<file path="config.mk">
export PLATFORM = sky130hd
export DESIGN_NAME = owdm_div
export DESIGN_NICKNAME = d
export VERILOG_FILES = /design/src/design/owdm_pkg.sv /design/src/design/owdm_div.sv
export SDC_FILE = /design/constraint.sdc
export NUM_CORES = 2
export LEC_CHECK = 0
export BUFFER_PORTS_ARGS = -buffer_cell sky130_fd_sc_hd__buf_4
export CORE_MARGIN = 2
export CORE_UTILIZATION = 59
export DETAILED_ROUTE_END_ITERATION = 7
export GPL_TIMING_DRIVEN = 0
export PLACE_DENSITY = 0.79
export SLEW_MARGIN = 10
export SYNTH_ARGS = -nofsm -noshare
export SYNTH_HDL_FRONTEND = slang
export SYNTH_SLANG_ARGS = --single-unit
export TNS_END_PERCENT = 30
</file>
<file path="constraint.sdc">
create_clock -name clk -period 20.1 [get_ports clk]
set_input_delay 3.015 -clock clk [delete_from_list [all_inputs] [get_ports clk]]
set_output_delay 3.015 -clock clk [all_outputs]
set_load 0.05 [all_outputs]
</file>
<file path="src/design/owdm_pkg.sv">
// Shared types, constants and the quarter-wave sine table for the omni wheel drive mixer.
// Used by every module of the block; depends on nothing else.
`default_nettype none

package owdm_pkg;

  localparam int NUM_WHEELS = 4;
  localparam int Q_BITS     = 14;
  localparam int MAG_W      = 15;
  localparam int REM_W      = MAG_W + Q_BITS;
  localparam int DIV_STEPS  = 3;
  localparam int DIV_STAGES = MAG_W / DIV_STEPS;
  localparam int PMAG_W     = 9;
  localparam int POW_W      = 11;

  localparam logic [7:0]       DUTY_MAX = 8'd255;
  localparam logic [MAG_W-1:0] Q_ONE    = 15'd16384;

  localparam logic [8:0] FULL_TURN    = 9'd360;
  localparam logic [8:0] QUARTER_TURN = 9'd90;
  localparam logic [8:0] HALF_TURN    = 9'd180;
  localparam logic [8:0] THREE_QUARTER = 9'd270;

  // Wheel mount angles 40, 140, 225 and 315 degrees, folded together with the
  // 450 degree direction map and the sign flip into one offset per wheel.
  localparam logic [8:0] WHEEL_OFFSET [NUM_WHEELS] = '{9'd230, 9'd130, 9'd45, 9'd315};

  localparam logic [8:0] ROT_LOW   = 9'd45;
  localparam logic [8:0] ROT_HIGH  = 9'd315;
  localparam logic [8:0] TRIM_LOW  = 9'd10;
  localparam logic [8:0] TRIM_HIGH = 9'd350;

  localparam logic [7:0]       ROTATE_POWER = 8'd100;
  localparam logic [POW_W-1:0] TRIM_POWER   = 11'd10;

  localparam logic [MAG_W-1:0] SINE_Q [0:90] = '{
    15'd0,     15'd286,   15'd572,   15'd857,   15'd1143,  15'd1428,  15'd1713,
    15'd1997,  15'd2280,  15'd2563,  15'd2845,  15'd3126,  15'd3406,  15'd3686,
    15'd3964,  15'd4240,  15'd4516,  15'd4790,  15'd5063,  15'd5334,  15'd5604,
    15'd5872,  15'd6138,  15'd6402,  15'd6664,  15'd6924,  15'd7182,  15'd7438,
    15'd7692,  15'd7943,  15'd8192,  15'd8438,  15'd8682,  15'd8923,  15'd9162,
    15'd9397,  15'd9630,  15'd9860,  15'd10087, 15'd10311, 15'd10531, 15'd10749,
    15'd10963, 15'd11174, 15'd11381, 15'd11585, 15'd11786, 15'd11982, 15'd12176,
    15'd12365, 15'd12551, 15'd12733, 15'd12911, 15'd13085, 15'd13255, 15'd13421,
    15'd13583, 15'd13741, 15'd13894, 15'd14044, 15'd14189, 15'd14330, 15'd14466,
    15'd14598, 15'd14726, 15'd14849, 15'd14968, 15'd15082, 15'd15191, 15'd15296,
    15'd15396, 15'd15491, 15'd15582, 15'd15668, 15'd15749, 15'd15826, 15'd15897,
    15'd15964, 15'd16026, 15'd16083, 15'd16135, 15'd16182, 15'd16225, 15'd16262,
    15'd16294, 15'd16322, 15'd16344, 15'd16362, 15'd16374, 15'd16382, 15'd16384
  };

  typedef enum logic [1:0] {
    TRIM_NONE = 2'b00,
    TRIM_NEG  = 2'b01,
    TRIM_POS  = 2'b10
  } trim_t;

  typedef struct packed {
    logic  rot;
    logic  rot_neg;
    trim_t trim;
  } mode_t;

  typedef struct packed {
    logic [NUM_WHEELS-1:0][MAG_W-1:0] mag;
    logic [NUM_WHEELS-1:0]            neg;
    logic [MAG_W-1:0]                 mx;
    logic                             norm;
    mode_t                            mode;
  } mix_t;

  typedef struct packed {
    mix_t                             mix;
    logic [NUM_WHEELS-1:0][MAG_W-1:0] quo;
  } quot_t;

endpackage

`default_nettype wire

</file>
<file path="src/design/owdm_div.sv">
// Pipelined restoring divider, four lanes, three quotient bits per stage.
// Divides each factor magnitude scaled by 2^14 by the maximum; depends on owdm_pkg.
`default_nettype none

module owdm_div import owdm_pkg::*; (
  input  wire logic clk,
  input  wire logic rst,
  input  wire logic in_valid,
  output logic      in_ready,
  input  wire mix_t in_mix,
  output logic      out_valid,
  input  wire logic out_ready,
  output quot_t     out_quot
);

  logic [DIV_STAGES-1:0]             v;
  logic [DIV_STAGES-1:0]             en;
  mix_t                              mix_r [DIV_STAGES];
  logic [NUM_WHEELS-1:0][REM_W-1:0]  rem_r [DIV_STAGES];
  logic [NUM_WHEELS-1:0][MAG_W-1:0]  quo_r [DIV_STAGES];

  for (genvar s = 0; s < DIV_STAGES; s++) begin : g_stage
    logic                              src_v;
    mix_t                              src_mix;
    logic [NUM_WHEELS-1:0][REM_W-1:0]  src_rem, rem_next;
    logic [NUM_WHEELS-1:0][MAG_W-1:0]  src_quo, quo_next;

    if (s == 0) begin : g_first
      assign src_v   = in_valid;
      assign src_mix = in_mix;
      for (genvar l = 0; l < NUM_WHEELS; l++) begin : g_lane
        assign src_rem[l] = {in_mix.mag[l], {Q_BITS{1'b0}}};
        assign src_quo[l] = '0;
      end
    end else begin : g_rest
      assign src_v   = v[s-1];
      assign src_mix = mix_r[s-1];
      assign src_rem = rem_r[s-1];
      assign src_quo = quo_r[s-1];
    end

    if (s == DIV_STAGES - 1) begin : g_last_en
      assign en[s] = !v[s] || out_ready;
    end else begin : g_mid_en
      assign en[s] = !v[s] || en[s+1];
    end

    always_comb begin
      logic [REM_W-1:0] d;
      rem_next = src_rem;
      quo_next = src_quo;
      for (int l = 0; l < NUM_WHEELS; l++) begin
        for (int j = 0; j < DIV_STEPS; j++) begin
          d = REM_W'(src_mix.mx) << (MAG_W - 1 - s * DIV_STEPS - j);
          if (rem_next[l] >= d) begin
            rem_next[l] = rem_next[l] - d;
            quo_next[l][MAG_W - 1 - s * DIV_STEPS - j] = 1'b1;
          end
        end
      end
    end

    always_ff @(posedge clk) begin
      if (rst) begin
        v[s] <= 1'b0;
      end else if (en[s]) begin
        v[s] <= src_v;
      end
    end

    always_ff @(posedge clk) begin
      if (en[s] && src_v) begin
        mix_r[s] <= src_mix;
        rem_r[s] <= rem_next;
        quo_r[s] <= quo_next;
      end
    end
  end

  assign in_ready      = en[0];
  assign out_valid     = v[DIV_STAGES-1];
  assign out_quot.mix  = mix_r[DIV_STAGES-1];
  assign out_quot.quo  = quo_r[DIV_STAGES-1];

endmodule

`default_nettype wire

</file>
==> reports/results.tsv <==
metric	value	unit
outcome	complete, no violations	
sequential fraction of the synthesis area	33.5	%
Final period util	71.0	%
Initial Utilization	59.3	%
detailed placement HPWL	184	mm
Synth Instances	9265	
Synth cell types	115	
largest net degree at the start of global routing	67	
CTS Sinks	949	
Critical Path Source Type	input port	
RR Startpoint	mix_r[0][173]$_DFFE_PP_	
post-synthesis register bit count	949	
Synth Flop Type	edfxtp_1	
Placer Congestion	0.952	
RSZ-0062 raised after global routing	no	
Worst path slowest cell	a2111oi_0	
clk buf depth	3	
Avg Inst Size Synth	9.16	um2
DRT Wirelength	241	mm
WHS Path Cells	0	
CTS tree	done	
worst clock skew	0.0733	ns
routed len/inst	20.7	um
Critical Path Max Stage Delay	0.79	ns
fin. max-slew vios	0	
flop2flop setup slack	7.42	ns
drt pass-1 iters	5	
final hold vios	0	
Post-CTS Setup Bufs	0	
Post-Synth Simple-Gate Area	17.4	%
max-cap viol count	0	
Syn Nets	10241	
Worst Setup SP	in_mix[6]	
Worst-Margin Slew	1.24	ns
Post-route DRC	0	
Nets	10610	
first-pass GRT wire length	374	mm
DRT iter0 DRCs	6385	
P&R area growth vs syn	10.1	%
Die W	383	um
# fillers	11482	
clock root buffer	clkbuf_16	
vias in the first global route	69655	
critical path fanouts, max	13	
largest family of logic cells by synthesized area	compound AO/OA/AOI/OAI gates	
final antenna-violating net count	0	
core footprint	143000	um2
die height	383	um
Yosys warning count	0	
Post-synth EDFFs	944	
min Tclk post-route	14.26	ns
DP Worst Slack	5.62	ns
GRT Total Usage	31.6	%
most frequent cells in the layout	edfxtp_1, ha_1, nor2_1, nand2_1, a21oi_1	
hold_sp	mix_r[0][307]$_DFFE_PP_	
Critical Path RT	20.60	ns
setup slack after layout	5.84	ns
layout cells sized above 1	9.19	%
Crit. End Element	flip-flop	
via count	74013	
initial antenna violation count	2	
die area	147000	um2
reg2reg path depth	42	
ys async rst share	0	%
Fin Setup TNS	0	ns
grt ovf	0	
Post-Synth Adder-Cell Area	13.3	%
max frequency	70.1	MHz
CTS-repair resized insts	0	
post-synthesis xor/xnor area fraction	7.95	%
I/O Buffers	233	
Mapped Area	84900	um2
WHS	0.404	ns
row cnt	139	
CP arrival	14.76	ns
CTS Hold Bufs	0	
worst min path class	flip-flop to flip-flop	
clk slew on worst S/H paths	0.07	ns
CTS H-tree lvls	3	
vias per cell	6.37	
mux contribution to synthesized area	4.16	%
CTS Buf Count	101	
I/O pin count	234	
latest clock arrival within the worst-skew pair	0.78	ns
Setup Viol. Count Final	0	
complex-gate fraction of the synthesized area	21.2	%
critical path class	input port to flip-flop	
Slew HR	17.0	%
crit-path most repeated cell	o21ai_0	
commonest non-fill, non-tap cell in the layout	edfxtp_1	
## sequential cells by signal (all words and copies together) (netlist names)
name	count
quo_r	180
out_valid	1
mix_r	420
g_stage.src_v	4
rem_r	344
## area by class of cell
type	count	area, um2	share of cell area, %
diodes	2	5.00	0.00536
plain buffers	186	756	0.809
clock buffers	107	2550	2.73
clock inverters	79	1040	1.11
inverters	361	1360	1.45
multi-input cells	7769	54400	58.2
flip-flops and latches	949	28400	30.4
well taps	1903	2380	2.55
repair buffers	266	2510	2.68
## worst paths after layout
check | to
max | rem_r[0][79]$_DFFE_PP_
min | mix_r[0][391]$_DFFE_PP_
max reg2reg | rem_r[0][365]$_DFFE_PP_
min reg2reg | mix_r[0][391]$_DFFE_PP_
## kinds of logic after synthesis
family,count (synthesis)
buffers and inverters,547
XOR/XNOR,770
AND/OR/NAND/NOR,3012
flip-flops,949
multiplexers,320
AO/OA/AOI/OAI,2779
adder cells (fa/ha/maj),888
## per-stage QoR
stage                     utilization [%]  cells  area, um2
after floorplan                         -   9265      84900
after global placement               62.2  11401      89000
after detailed placement             62.8  11434      89800
after CTS                            65.3  11620      93400
after global routing                 65.3  11622      93400
final                                65.3  11622      93400
## per-layer routing
layer	global-route usage, %	wire [um]
met4	16.6	13100
met3	3.72	15700
met1	40.8	101000
met2	52.1	111000
met5	0	0
## worst max-delay path, delay by kind of cell
| kind | cells | cell delay [ns] |
|---|---|---|
| buffers and inverters | 6 | 2.57 |
| AO/OA/AOI/OAI | 23 | 5.24 |
| adder cells (fa/ha/maj) | 3 | 1.17 |
| multiplexers | 2 | 0.78 |
| AND/OR/NAND/NOR | 8 | 1.93 |
## cells in the mapped netlist, types with 74 or more instances
| cell type | n | area [um2] |
|---|---|---|
| nor2_1 | 836 | 3140 |
| inv_1 | 345 | 1290 |
| o21a_1 | 176 | 1320 |
| nor2b_1 | 138 | 863 |
| nor3_1 | 215 | 1080 |
| ha_1 | 864 | 10800 |
| mux2_2 | 262 | 2950 |
| a211oi_1 | 92 | 691 |
| and3_1 | 82 | 513 |
| nor4_1 | 74 | 463 |
| nand4_1 | 133 | 832 |
| or3_1 | 86 | 538 |
| xor2_1 | 271 | 2370 |
| o21ai_0 | 621 | 3110 |
| nand2b_1 | 120 | 751 |
| edfxtp_1 | 944 | 28300 |
| a21o_1 | 322 | 2420 |
| a21oi_1 | 785 | 3930 |
| o31ai_1 | 81 | 608 |
| nand3_1 | 205 | 1030 |
| o21bai_1 | 82 | 616 |
| xnor2_1 | 498 | 4360 |
| nand2_1 | 791 | 2970 |
| clkbuf_1 | 134 | 503 |
Power is not shown: default switching activity piles up to over one toggle a cycle in this logic, so the estimate is an artifact.
