$ cat src/design/owdm_pkg.sv
// Shared types, constants and the quarter-wave sine table for the omni wheel drive mixer.
// Used by every module of the block; depends on nothing else.
`default_nettype none

package owdm_pkg;

  localparam int NUM_WHEELS = 4;
  localparam int Q_BITS     = 14;
  localparam int MAG_W      = 15;
  localparam int REM_W      = MAG_W + Q_BITS;
  localparam int DIV_STEPS  = 3;
  localparam int DIV_STAGES = MAG_W / DIV_STEPS;
  localparam int PMAG_W     = 9;
  localparam int POW_W      = 11;

  localparam logic [7:0]       DUTY_MAX = 8'd255;
  localparam logic [MAG_W-1:0] Q_ONE    = 15'd16384;

  localparam logic [8:0] FULL_TURN    = 9'd360;
  localparam logic [8:0] QUARTER_TURN = 9'd90;
  localparam logic [8:0] HALF_TURN    = 9'd180;
  localparam logic [8:0] THREE_QUARTER = 9'd270;

  // Wheel mount angles 40, 140, 225 and 315 degrees, folded together with the
  // 450 degree direction map and the sign flip into one offset per wheel.
  localparam logic [8:0] WHEEL_OFFSET [NUM_WHEELS] = '{9'd230, 9'd130, 9'd45, 9'd315};

  localparam logic [8:0] ROT_LOW   = 9'd45;
  localparam logic [8:0] ROT_HIGH  = 9'd315;
  localparam logic [8:0] TRIM_LOW  = 9'd10;
  localparam logic [8:0] TRIM_HIGH = 9'd350;

  localparam logic [7:0]       ROTATE_POWER = 8'd100;
  localparam logic [POW_W-1:0] TRIM_POWER   = 11'd10;

  localparam logic [MAG_W-1:0] SINE_Q [0:90] = '{
    15'd0,     15'd286,   15'd572,   15'd857,   15'd1143,  15'd1428,  15'd1713,
    15'd1997,  15'd2280,  15'd2563,  15'd2845,  15'd3126,  15'd3406,  15'd3686,
    15'd3964,  15'd4240,  15'd4516,  15'd4790,  15'd5063,  15'd5334,  15'd5604,
    15'd5872,  15'd6138,  15'd6402,  15'd6664,  15'd6924,  15'd7182,  15'd7438,
    15'd7692,  15'd7943,  15'd8192,  15'd8438,  15'd8682,  15'd8923,  15'd9162,
    15'd9397,  15'd9630,  15'd9860,  15'd10087, 15'd10311, 15'd10531, 15'd10749,
    15'd10963, 15'd11174, 15'd11381, 15'd11585, 15'd11786, 15'd11982, 15'd12176,
    15'd12365, 15'd12551, 15'd12733, 15'd12911, 15'd13085, 15'd13255, 15'd13421,
    15'd13583, 15'd13741, 15'd13894, 15'd14044, 15'd14189, 15'd14330, 15'd14466,
    15'd14598, 15'd14726, 15'd14849, 15'd14968, 15'd15082, 15'd15191, 15'd15296,
    15'd15396, 15'd15491, 15'd15582, 15'd15668, 15'd15749, 15'd15826, 15'd15897,
    15'd15964, 15'd16026, 15'd16083, 15'd16135, 15'd16182, 15'd16225, 15'd16262,
    15'd16294, 15'd16322, 15'd16344, 15'd16362, 15'd16374, 15'd16382, 15'd16384
  };

  typedef enum logic [1:0] {
    TRIM_NONE = 2'b00,
    TRIM_NEG  = 2'b01,
    TRIM_POS  = 2'b10
  } trim_t;

  typedef struct packed {
    logic  rot;
    logic  rot_neg;
    trim_t trim;
  } mode_t;

  typedef struct packed {
    logic [NUM_WHEELS-1:0][MAG_W-1:0] mag;
    logic [NUM_WHEELS-1:0]            neg;
    logic [MAG_W-1:0]                 mx;
    logic                             norm;
    mode_t                            mode;
  } mix_t;

  typedef struct packed {
    mix_t                             mix;
    logic [NUM_WHEELS-1:0][MAG_W-1:0] quo;
  } quot_t;

endpackage

`default_nettype wire

$ cat src/design/owdm_back.sv
// Back end: base speed scaling, heading trim, rotate override and H-bridge pin encoding.
// Two register stages, the second being the output register; depends on owdm_pkg.
`default_nettype none

module owdm_back import owdm_pkg::*; (
  input  wire logic        clk,
  input  wire logic        rst,
  input  wire logic [7:0]  base_speed,
  input  wire logic        in_valid,
  output logic             in_ready,
  input  wire quot_t       in_quot,
  output logic             out_valid,
  input  wire logic        out_ready,
  output logic [63:0]      out_pins,
  output logic             out_rot
);

  logic                              vc, vd;
  logic                              en_c, en_d;
  logic [NUM_WHEELS-1:0][PMAG_W-1:0] pmag, pmag_next;
  logic [NUM_WHEELS-1:0]             neg_c;
  mode_t                             mode_c;
  logic [63:0]                       pins, pins_next;
  logic                              rot;

  assign en_d     = !vd || out_ready;
  assign en_c     = !vc || en_d;
  assign in_ready = en_c;

  // Magnitudes are scaled here; the sign is applied afterward so the shift
  // truncates toward zero.
  always_comb begin
    logic [MAG_W-1:0]       sel;
    logic [MAG_W+7:0]       prod;
    for (int i = 0; i < NUM_WHEELS; i++) begin
      sel  = in_quot.mix.norm ? in_quot.quo[i] : in_quot.mix.mag[i];
      prod = {{MAG_W{1'b0}}, base_speed} * {8'b0, sel};
      pmag_next[i] = prod[Q_BITS +: PMAG_W];
    end
  end

  always_comb begin
    logic signed [POW_W-1:0] p;
    logic [POW_W-1:0]        m;
    logic [7:0]              a, b;
    for (int i = 0; i < NUM_WHEELS; i++) begin
      p = '0;
      m = '0;
      if (mode_c.rot) begin
        a = mode_c.rot_neg ? ROTATE_POWER : 8'd0;
        b = mode_c.rot_neg ? 8'd0 : ROTATE_POWER;
      end else begin
        p = neg_c[i] ? -$signed({2'b0, pmag[i]}) : $signed({2'b0, pmag[i]});
        case (mode_c.trim)
          TRIM_NEG: p = p - $signed(TRIM_POWER);
          TRIM_POS: p = p + $signed(TRIM_POWER);
          default:  p = p;
        endcase
        if (p < 0) begin
          m = POW_W'(-p);
          a = (m > POW_W'(DUTY_MAX)) ? DUTY_MAX : m[7:0];
          b = 8'd0;
        end else if (p > 0) begin
          m = POW_W'(p);
          a = 8'd0;
          b = (m > POW_W'(DUTY_MAX)) ? DUTY_MAX : m[7:0];
        end else begin
          a = DUTY_MAX;
          b = DUTY_MAX;
        end
      end
      pins_next[16*i +: 8]     = a;
      pins_next[16*i + 8 +: 8] = b;
    end
  end

  always_ff @(posedge clk) begin
    if (rst) begin
      vc <= 1'b0;
      vd <= 1'b0;
    end else begin
      if (en_c) vc <= in_valid;
      if (en_d) vd <= vc;
    end
  end

  always_ff @(posedge clk) begin
    if (en_c && in_valid) begin
      pmag   <= pmag_next;
      neg_c  <= in_quot.mix.neg;
      mode_c <= in_quot.mix.mode;
    end
    if (en_d && vc) begin
      pins <= pins_next;
      rot  <= mode_c.rot;
    end
  end

  assign out_valid = vd;
  assign out_pins  = pins;
  assign out_rot   = rot;

endmodule

`default_nettype wire

$ cat config.mk
export PLATFORM = sky130hd
export DESIGN_NAME = owdm_back
export DESIGN_NICKNAME = d
export VERILOG_FILES = /design/src/design/owdm_pkg.sv /design/src/design/owdm_back.sv
export SDC_FILE = /design/constraint.sdc
export NUM_CORES = 1
export LEC_CHECK = 0
export BUFFER_PORTS_ARGS = -buffer_cell sky130_fd_sc_hd__buf_2
export CAP_MARGIN = 25
export CORE_AREA = 10 10 183 228
export CTS_BUF_LIST = sky130_fd_sc_hd__clkbuf_2
export CTS_CLUSTER_SIZE = 24
export DETAILED_ROUTE_END_ITERATION = 7
export DIE_AREA = 0 0 193 238
export PLACE_DENSITY = 0.91
export SYNTH_ARGS = -nofsm -noshare
export SYNTH_HDL_FRONTEND = slang
export SYNTH_SLANG_ARGS = --single-unit
$ cat constraint.sdc
create_clock -name clk -period 17.55 [get_ports clk]
set_input_delay 3.51 -clock clk [delete_from_list [all_inputs] [get_ports clk]]
set_output_delay 3.51 -clock clk [all_outputs]
set_load 0.02 [all_outputs]
==> run metrics <==
status finished, final reports clean; initial antenna violation count 1; grt ovf 0; HPWL after detailed placement ~42 mm; register area share after synthesis between 10% and 20%; Worst Hold Path EP out_valid; Crit path buffers/inverters 4; dominant cell type by area after synthesis fa_1; Power Dens Cells ~130 mW/mm^2; clk_lat worst skew between 0.6 and 0.7 ns; Die Footprint around 0.046 sq mm; ys flop type edfxtp_1; WS Path Type in -> reg; highest clock rate between 100 and 150 MHz; P_sw between 0.0015 and 0.002 W; # fillers just under 3000; area of the multi-input gates about 0.017 sq mm; Mapped Nets around 3100; vias in the first global route a little under 20000; slowest CP cell mux2i_1; GRT Total Usage 22.9%; Cell Chain, Critical Path buf_4, mux2i_1, nand2b_1, fa_1, fa_1, inv_1, fa_1, inv_1, fa_1, inv_1, ha_1, a21oi_1, nand3_1, o221ai_1, o22ai_1, o311ai_0, a31oi_1, and4_1, a2111oi_0, xnor2_1; Resize count post-CTS 0; first-pass GRT wire length between 80 and 90 mm; setup total negative slack 0 ns; RR Endpoint out_pins[50]; synth top area cells fa_1 28%, edfxtp_1 15%, ha_1 12%, inv_1 7.0%, nor2b_1 5.3%; crit share post-route between 50% and 60%; Int Power 0.00147 W; Sw Ratio approximately half; via/cell ratio around 6; post-CTS setup buffer count 0; max-cap violations 0; antenna-violating nets left 0; Syn Inst Count 2389; gpl congestion approximately 0.93; final setup violation count 0; top cell type's share of synthesized area between 20 and 30%; Avg Cell Area, Syn about 9.3 sq um; wire per inst between 15 and 20 microns; hold slack between 0.4 and 0.5 ns; Final Instance Count excl. Fillers just over 3000; power share of the clock group 3.8%; H-tree Lvls 3; combinational power share between 80 and 90%; most frequent cells in the layout 410 x inv_1, 312 x fa_1, 206 x buf_2, 205 x ha_1, 197 x nand2_1; Longest Clk Path Bufs 2; Starting Density 59.6%; Chip Height around 240 microns; Peak VDD IR about 0.064 mV; DRT Pass-1 Iters 5; Port Buffers a little over 200; largest net degree at the start of global routing 71; hold buffer count at CTS 0; crit path max fanout 68; CTS Buf Count 9; Async SR Flop Fraction 0%; RSZ-0062 raised after global routing no; delay-heaviest family, CP adder cells; min Tclk post-route between 9 and 10 ns; fraction of layout cells with a size suffix above 1 a little under an eighth; worst hold start vc; Final Hold Fails 0; Cell Rows just under 80; Critical Path RT approximately 18 ns; CP max stage delay 0.86 ns; Slew Viols, Final 0; Nets 3221; Worst Hold Depth 2; worst slew pin tran approximately 1.0 ns; reg2reg path depth 14; Inst Count DP slightly above 3000; Synthesis Warnings 0; Cell variety after synth 80; flop-to-flop setup slack 12.47 ns; CTS root buffer clkbuf_2; Area Overhead vs Synth 7.34%; clock sink total roughly 110; Post-synth EDFFs ~110; Worst Skew 0.0530 ns; drt total wl ~53 mm; Seq pwr share roughly 16%; dpl cell area around 0.024 sq mm; mapped cell area approximately 0.022 sq mm; critical path startpoint category primary input; critical path endpoint category register; sequential cell area between 0.003 and 0.004 sq mm; # DRC 0; Top Ports ~220; clock slew at the register clock pins of the worst setup and hold paths between 0.3 and 0.4 ns; Slew HR a little under a third; #FFs+latches synth around 110; HP Class reg -> reg; Crit path arrival time between 10 and 15 ns; commonest non-fill, non-tap cell in the layout inv_1; iteration-0 DRC count of the detailed router roughly 1200; post-route cell area 0.0237 sq mm; Static Leakage ~11 nW; CP most frequent cell fa_1; die width 193 microns; TritonCTS clock tree built; via count 17802; Reg-to-Reg Start pmag[27]; core area between 0.03 and 0.04 sq mm
## cell families after synthesis
kind of cell               Yosys count  synth area share [%]
buffers and inverters              485                  8.28
muxes                               75                  3.69
adders and majority gates          518                  39.9
DFF                                111                  15.0
and+or+nand+nor                    803                  19.8
xor gates and xnor gates            99                  3.92
AOI/OAI and AO/OA                  298                  9.44
## how the worst max path moves through the flow
stage / slack (ns) / startpoint / to / cells after the start
2_1_floorplan: 8.26 / in_quot[64] / pmag[26] / 21
4_1_cts: 7.78 / in_quot[64] / pmag[35] / 20
3_3_place_gp: 7.35 / in_quot[64] / pmag[26] / 20
3_5_place_dp: 7.10 / in_quot[64] / pmag[35] / 20
5_1_grt: 7.43 / in_quot[64] / pmag[26] / 20
6_report: 7.74 / in_quot[64] / pmag[35] / 20
## sequential cells by signal (all words and copies together), names as in the netlist
register	count
out_pins	64
pmag	36
vc	1
out_rot	1
neg_c	4
mode_c	4
out_valid	1
## area by class of cell
cell class              instances  area share (%)
well taps                     486            2.56
flip-flops and latches        111            14.0
multi-input cells            1793            71.5
clock inverters                 7           0.290
inverters                     410            6.49
diodes                          1          0.0105
clock buffers                   9           0.190
repair buffers                222            4.96
## layer usage
metal  up-vias  routed length [microns]  GRT usage (%)
met2       765                    27300           41.5
met5         -                        0              0
met4         0                     1570           9.20
li1       8138                        -              -
met1      8768                    20300           26.5
met3       131                     3840           3.27
## cell usage after synthesis, drive strengths merged, types with 32 or more instances
cell type  number
o21ai          41
fa            312
nor2b         189
edfxtp        109
xnor2          70
nand2         197
nand2b         49
nor3           37
and2          112
inv           410
nand3          32
clkbuf         66
mux2           38
mux2i          37
nor2           78
ha            206
a21oi          73
## power by group through the flow
| stage | logic (W) | clock network [W] | registers [W] |
|---|---|---|---|
| after floorplan | 0.00181 | 0 | 0.000487 |
| after global placement | 0.00226 | 0 | 0.000481 |
| after detailed placement | 0.00241 | 0 | 0.000486 |
| after CTS | 0.00244 | 0.000118 | 0.000479 |
| after global routing | 0.00276 | 0.000131 | 0.000487 |
| final | 0.00247 | 0.000118 | 0.000480 |
## worst register-to-register path, stage by stage, from the launching register on
cell and delay [ns]:
edfxtp_1 0.62, inv_1 0.29, ha_1 0.32, nor2b_1 0.09, xnor2_1 0.33, inv_1 0.08, ha_1 0.30, and3_1 0.24
a221oi_4 0.37, nor4b_1 0.11, a2111o_1 0.51, or3_1 0.40, or4_1 0.50, a211o_1 0.37, o31a_1 0.32
## per-stage QoR
step	power, W	utilization, %	setup WS [ns]
6_report	0.00306	64.0	7.74
4_1_cts	0.00304	63.9	7.78
5_1_grt	0.00338	64.0	7.43
3_3_place_gp	0.00274	63.6	7.35
2_1_floorplan	0.00230	-	8.26
3_5_place_dp	0.00290	63.6	7.10
Note: power is estimated with default switching activity, not from simulation.
