## config.mk

```make
export PLATFORM = sky130hd
export DESIGN_NAME = owdm_front
export DESIGN_NICKNAME = d
export VERILOG_FILES = /design/src/design/owdm_pkg.sv /design/src/design/owdm_front.sv
export SDC_FILE = /design/constraint.sdc
export NUM_CORES = 1
export LEC_CHECK = 0
export BUFFER_PORTS_ARGS = -buffer_cell sky130_fd_sc_hd__buf_2
export CORE_UTILIZATION = 38
export DETAILED_ROUTE_END_ITERATION = 16
export GPL_TIMING_DRIVEN = 1
export PLACE_DENSITY = 0.58
export SLEW_MARGIN = 0
export SYNTH_ARGS = -nofsm -noshare
export SYNTH_HDL_FRONTEND = slang
export SYNTH_SLANG_ARGS = --single-unit
```

## constraint.sdc

```tcl
create_clock -name clk -period 10.74 [get_ports clk]
set_input_delay 1.074 -clock clk [delete_from_list [all_inputs] [get_ports clk]]
set_output_delay 1.074 -clock clk [all_outputs]
set_load 0.02 [all_outputs]
```

## src/design/owdm_pkg.sv

```systemverilog
// Shared types, constants and the quarter-wave sine table for the omni wheel drive mixer.
// Used by every module of the block; depends on nothing else.
`default_nettype none

package owdm_pkg;

  localparam int NUM_WHEELS = 4;
  localparam int Q_BITS     = 14;
  localparam int MAG_W      = 15;
  localparam int REM_W      = MAG_W + Q_BITS;
  localparam int DIV_STEPS  = 3;
  localparam int DIV_STAGES = MAG_W / DIV_STEPS;
  localparam int PMAG_W     = 9;
  localparam int POW_W      = 11;

  localparam logic [7:0]       DUTY_MAX = 8'd255;
  localparam logic [MAG_W-1:0] Q_ONE    = 15'd16384;

  localparam logic [8:0] FULL_TURN    = 9'd360;
  localparam logic [8:0] QUARTER_TURN = 9'd90;
  localparam logic [8:0] HALF_TURN    = 9'd180;
  localparam logic [8:0] THREE_QUARTER = 9'd270;

  // Wheel mount angles 40, 140, 225 and 315 degrees, folded together with the
  // 450 degree direction map and the sign flip into one offset per wheel.
  localparam logic [8:0] WHEEL_OFFSET [NUM_WHEELS] = '{9'd230, 9'd130, 9'd45, 9'd315};

  localparam logic [8:0] ROT_LOW   = 9'd45;
  localparam logic [8:0] ROT_HIGH  = 9'd315;
  localparam logic [8:0] TRIM_LOW  = 9'd10;
  localparam logic [8:0] TRIM_HIGH = 9'd350;

  localparam logic [7:0]       ROTATE_POWER = 8'd100;
  localparam logic [POW_W-1:0] TRIM_POWER   = 11'd10;

  localparam logic [MAG_W-1:0] SINE_Q [0:90] = '{
    15'd0,     15'd286,   15'd572,   15'd857,   15'd1143,  15'd1428,  15'd1713,
    15'd1997,  15'd2280,  15'd2563,  15'd2845,  15'd3126,  15'd3406,  15'd3686,
    15'd3964,  15'd4240,  15'd4516,  15'd4790,  15'd5063,  15'd5334,  15'd5604,
    15'd5872,  15'd6138,  15'd6402,  15'd6664,  15'd6924,  15'd7182,  15'd7438,
    15'd7692,  15'd7943,  15'd8192,  15'd8438,  15'd8682,  15'd8923,  15'd9162,
    15'd9397,  15'd9630,  15'd9860,  15'd10087, 15'd10311, 15'd10531, 15'd10749,
    15'd10963, 15'd11174, 15'd11381, 15'd11585, 15'd11786, 15'd11982, 15'd12176,
    15'd12365, 15'd12551, 15'd12733, 15'd12911, 15'd13085, 15'd13255, 15'd13421,
    15'd13583, 15'd13741, 15'd13894, 15'd14044, 15'd14189, 15'd14330, 15'd14466,
    15'd14598, 15'd14726, 15'd14849, 15'd14968, 15'd15082, 15'd15191, 15'd15296,
    15'd15396, 15'd15491, 15'd15582, 15'd15668, 15'd15749, 15'd15826, 15'd15897,
    15'd15964, 15'd16026, 15'd16083, 15'd16135, 15'd16182, 15'd16225, 15'd16262,
    15'd16294, 15'd16322, 15'd16344, 15'd16362, 15'd16374, 15'd16382, 15'd16384
  };

  typedef enum logic [1:0] {
    TRIM_NONE = 2'b00,
    TRIM_NEG  = 2'b01,
    TRIM_POS  = 2'b10
  } trim_t;

  typedef struct packed {
    logic  rot;
    logic  rot_neg;
    trim_t trim;
  } mode_t;

  typedef struct packed {
    logic [NUM_WHEELS-1:0][MAG_W-1:0] mag;
    logic [NUM_WHEELS-1:0]            neg;
    logic [MAG_W-1:0]                 mx;
    logic                             norm;
    mode_t                            mode;
  } mix_t;

  typedef struct packed {
    mix_t                             mix;
    logic [NUM_WHEELS-1:0][MAG_W-1:0] quo;
  } quot_t;

endpackage

`default_nettype wire

```

## src/design/owdm_front.sv

```systemverilog
// Front end: angle reduction, heading decode, sine lookup and maximum search.
// Two register stages; depends on owdm_pkg.
`default_nettype none

module owdm_front import owdm_pkg::*; (
  input  wire logic       clk,
  input  wire logic       rst,
  input  wire logic       in_valid,
  output logic            in_ready,
  input  wire logic [8:0] travel_angle,
  input  wire logic [8:0] heading,
  output logic            out_valid,
  input  wire logic       out_ready,
  output mix_t            out_mix
);

  logic                        va, vb;
  logic                        en_a, en_b;
  logic [NUM_WHEELS-1:0][6:0]  ka, ka_next;
  logic [NUM_WHEELS-1:0]       na, na_next;
  mode_t                       mode_a, mode_a_next;
  mix_t                        mix_b, mix_b_next;

  assign en_b     = !vb || out_ready;
  assign en_a     = !va || en_b;
  assign in_ready = en_a;

  // Stage A: fold each wheel angle into a quarter-wave index and a sign, and decode the heading.
  always_comb begin
    logic [8:0] t;
    logic [9:0] e10;
    logic [8:0] e;
    t = (travel_angle >= FULL_TURN) ? travel_angle - FULL_TURN : travel_angle;
    for (int i = 0; i < NUM_WHEELS; i++) begin
      if (WHEEL_OFFSET[i] >= t) begin
        e10 = {1'b0, WHEEL_OFFSET[i]} - {1'b0, t};
      end else begin
        e10 = {1'b0, WHEEL_OFFSET[i]} + {1'b0, FULL_TURN} - {1'b0, t};
      end
      e = e10[8:0];
      if (e <= QUARTER_TURN) begin
        ka_next[i] = e[6:0];
        na_next[i] = 1'b0;
      end else if (e <= HALF_TURN) begin
        ka_next[i] = 7'(HALF_TURN - e);
        na_next[i] = 1'b0;
      end else if (e <= THREE_QUARTER) begin
        ka_next[i] = 7'(e - HALF_TURN);
        na_next[i] = 1'b1;
      end else begin
        ka_next[i] = 7'(FULL_TURN - e);
        na_next[i] = 1'b1;
      end
    end
    mode_a_next.rot     = (heading > ROT_LOW) && (heading < ROT_HIGH);
    mode_a_next.rot_neg = heading < HALF_TURN;
    if (heading >= TRIM_LOW && heading < HALF_TURN) begin
      mode_a_next.trim = TRIM_NEG;
    end else if (heading >= HALF_TURN && heading < TRIM_HIGH) begin
      mode_a_next.trim = TRIM_POS;
    end else begin
      mode_a_next.trim = TRIM_NONE;
    end
  end

  // Stage B: table lookup and the largest signed factor.
  always_comb begin
    logic signed [MAG_W:0] fac [NUM_WHEELS];
    logic signed [MAG_W:0] m01, m23, mx;
    for (int i = 0; i < NUM_WHEELS; i++) begin
      mix_b_next.mag[i] = SINE_Q[ka[i]];
      mix_b_next.neg[i] = na[i];
      fac[i] = na[i] ? -$signed({1'b0, SINE_Q[ka[i]]}) : $signed({1'b0, SINE_Q[ka[i]]});
    end
    m01 = (fac[1] > fac[0]) ? fac[1] : fac[0];
    m23 = (fac[3] > fac[2]) ? fac[3] : fac[2];
    mx  = (m23 > m01) ? m23 : m01;
    mix_b_next.mx   = mx[MAG_W-1:0];
    mix_b_next.norm = (mx > 0) && (mx < $signed({1'b0, Q_ONE}));
    mix_b_next.mode = mode_a;
  end

  always_ff @(posedge clk) begin
    if (rst) begin
      va <= 1'b0;
      vb <= 1'b0;
    end else begin
      if (en_a) va <= in_valid;
      if (en_b) vb <= va;
    end
  end

  always_ff @(posedge clk) begin
    if (en_a && in_valid) begin
      ka     <= ka_next;
      na     <= na_next;
      mode_a <= mode_a_next;
    end
    if (en_b && va) begin
      mix_b <= mix_b_next;
    end
  end

  assign out_valid = vb;
  assign out_mix   = mix_b;

endmodule

`default_nettype wire

```

==> flow_summary_export.csv <==
group,metric,value,unit
placement,gp_congestion,0.960,
floorplan,die_width,218,um
clocking,cts_hold_buf,0,
sta,slew_headroom,21.2,%
sta,rsz0062_at_grt,"no",
clocking,cts.clk_slew.worst_paths,0.06,ns
clocking,clock_path_buffers,2,
floorplan,core,45800,um2
grt,grt_first_pass_wirelength,96.0,mm
yosys,synthTopCellsByArea,"edfxtp_1 (20%), ha_1 (9.4%), a21oi_1 (5.1%)",
clocking,clock_latency,0.48,ns
sta,final.period_utilization,94.4,%
yosys,yosysUniqueCellTypes,104,
sta,fin_skew,0.00911,ns
critical_path,slowest_stage,"edfxtp_1",
sta,period_minus_slack,10.14,ns
yosys,synth_nets,2417,
floorplan,io_pins,108,
grt,grt_use_total,25.5,%
floorplan,die_h,218,um
yosys,yosysTopAreaCell,"edfxtp_1",
route,dr.pass1.iters,6,
yosys,netlist_area,17800,um2
pwr,ir_drop,0.233,mV
pwr,p_per_area,298,nW/um2
route,detail_route.wl_per_cell,21.4,um
route,drc_errors,0,
cells_and_area,fill_cells,4635,
pwr,power_switching,3.03,mW
yosys,yosysMostFrequentCell,"a21oi_1",
critical_path,critPathKind,"reg -> reg",
flow_run,cap_violations,0,
grt,grt-ovfl-total,0,
cells_and_area,syn2layout_area_growth,8.71,%
yosys,avgSynthCellArea,7.86,um2
yosys,netlist.area_leader.share,20.1,%
route,drtAntennaViolNets,0,
floorplan,initial_core_util,38.8,%
critical_path,critPathBufInv,1,
clocking,cts_made_buffers,17,
grt,grt_pass1_vias,16900,
cells_and_area,nets,2419,
route,viasPerCell,6.38,
sta,tns,0,ns
pwr,p_int,2.73,mW
grt,grt_max_degree,73,
route,routed_wl,61.5,mm
critical_path,arrival,10.38,ns
yosys,async_flop_share,0,%
pwr,clockPowerShare,10.8,%
critical_path,slowest_delay,0.80,ns
grt,antenna_found_initial,0,
clocking,cts_sinks,121,
pwr,switching_share,52.6,%
critical_path,cp-end-kind,"register",
clocking,cts_setup_buffers,0,
cells_and_area,antenna_cells,0,
run_status,status,"complete, no violations",
floorplan,row_count,78,
placement,numPortBuffers,107,
clocking,cts_max_level,4,
yosys,postSynthCellCount,2261,
placement,pre_cts_slack,0.873,ns
clocking,ctsResizeCount,0,
sta,drv_slew,0,
critical_path,cpLargestDelayFamily,"compound AO/OA/AOI/OAI gates",
critical_path,critPathLaunchType,"register",
sta,finalWorstSetupSlack,0.597,ns
critical_path,critPathRequiredTime,10.97,ns
critical_path,crit_fanout,23,
cells_and_area,drive_gt1_share,12.5,%
route,drt_iter0_drc,2483,
clocking,cts_tree,"done",
pwr,comb_power_share,74.3,%
pwr,finalPower,5.76,mW
yosys,yosysSeqAreaShare,20.3,%
critical_path,path_common_cell,"o21a_1",
route,vias,18400,
yosys,synthTopCellsByCount,"a21oi_1 (180), nand2_1 (163), nor2_1 (149)",
yosys,synth_edf_count,119,
yosys,ys_warn_count,0,
worst_hold_path,min_path_type,"reg -> reg",
clocking,cts_root_buf,"clkbuf_16",
cells_and_area,seqCellArea,3610,um2
floorplan,dieArea,47600,um2
sta,worst_pin_slew,1.17,ns
cells_and_area,multiInputGateArea,12800,um2
sta,hold_viol,0,
pwr,p_leak,7.51,nW
yosys,synthFlopType,"edfxtp_1",
sta,setup_viol,0,
placement,dpl.hpwl,44.4,mm
yosys,synth-seq-cells,121,
pwr,p_seq_share,14.9,%
sta,fmax,98.6,MHz
final cells by class:
class                   count  area share, %
well taps                 600           3.89
repair buffers            162           5.04
clock buffers              18           2.22
inverters                 133           2.59
flip-flops and latches    121           18.7
multi-input cells        1828           66.5
clock inverters            14           1.02
cell families after synthesis:
group           count (synthesis)  share of synthesized area (%)
mux                            69                           5.18
simple gates                  675                           19.1
compound gates                842                           33.0
flops                         121                           20.3
fa+ha+maj                     138                           9.67
xor+xnor                      104                           5.30
buf+inv                       312                           7.39
power groups by stage:
stage / clock, mW / sequential [mW] / combinational, mW
CTS: 0.636 / 0.857 / 4.19
global placement: 0 / 0.865 / 4.14
floorplan: 0 / 0.886 / 3.03
detailed placement: 0 / 0.865 / 4.16
finish: 0.623 / 0.858 / 4.28
global route: 0.657 / 0.869 / 4.65
layer usage:
metal,GRT usage [%],up-vias,routed length [um]
li1,-,8539,-
met1,36.5,8742,27900
met2,38.7,959,27200
met3,3.52,110,4900
met4,8.93,0,1450
met5,0,-,0
through the flow:
stage | util (%) | cell area [um2] | instances | hold slack (ns)
after floorplan | - | 17800 | 2261 | 0.400
after global placement | 40.8 | 18700 | 2844 | 0.405
after detailed placement | 40.8 | 18700 | 2844 | 0.408
after CTS | 42.2 | 19300 | 2876 | 0.422
after global routing | 42.2 | 19300 | 2876 | 0.434
final | 42.2 | 19300 | 2876 | 0.418
state kept, by name (all words and copies together), names as in the netlist:
| register | cells |
|---|---|
| out_mix | 84 |
| ka | 27 |
| mix_b_next | 4 |
| na | 4 |
| out_valid | 1 |
| va | 1 |
worst reg2reg max path: cells and delay by family, from the launching register on:
family	cells	cell delay (ns)
flip-flops	1	0.80
XOR/XNOR	1	0.23
AND/OR/NAND/NOR	9	2.80
AO/OA/AOI/OAI	18	4.10
buffers and inverters	1	0.24
multiplexers	1	0.36
adder cells (fa/ha/maj)	3	1.37
cell usage in the layout (no fill, tap or decap), drive strengths merged, types with 14 or more instances in the layout:
cell type	count
a221oi	20
o22ai	16
nand2	164
edfxtp	119
clkinv	15
xnor2	83
o31ai	27
a211o	14
a2111oi	14
nand4	15
o21a	31
or3	16
nand3	56
o21ai	155
clkbuf	18
xor2	21
and2	28
o211ai	42
a211oi	70
nor2	149
nor2b	58
nand2b	58
or2	31
nor3	46
o311ai	19
inv	126
mux2i	42
buf	162
mux4	17
a31oi	33
a21oi	183
ha	134
a21o	39
a311oi	25
final timing paths:
path,depth (start not counted),from,to,slack [ns]
max,33,ka[21],out_mix[4],0.60
min,0,mix_b_next[2],out_mix[2],0.42
max reg2reg,33,ka[21],out_mix[4],0.60
min reg2reg,0,mix_b_next[2],out_mix[2],0.42
Note: power is estimated with default switching activity, not from simulation.
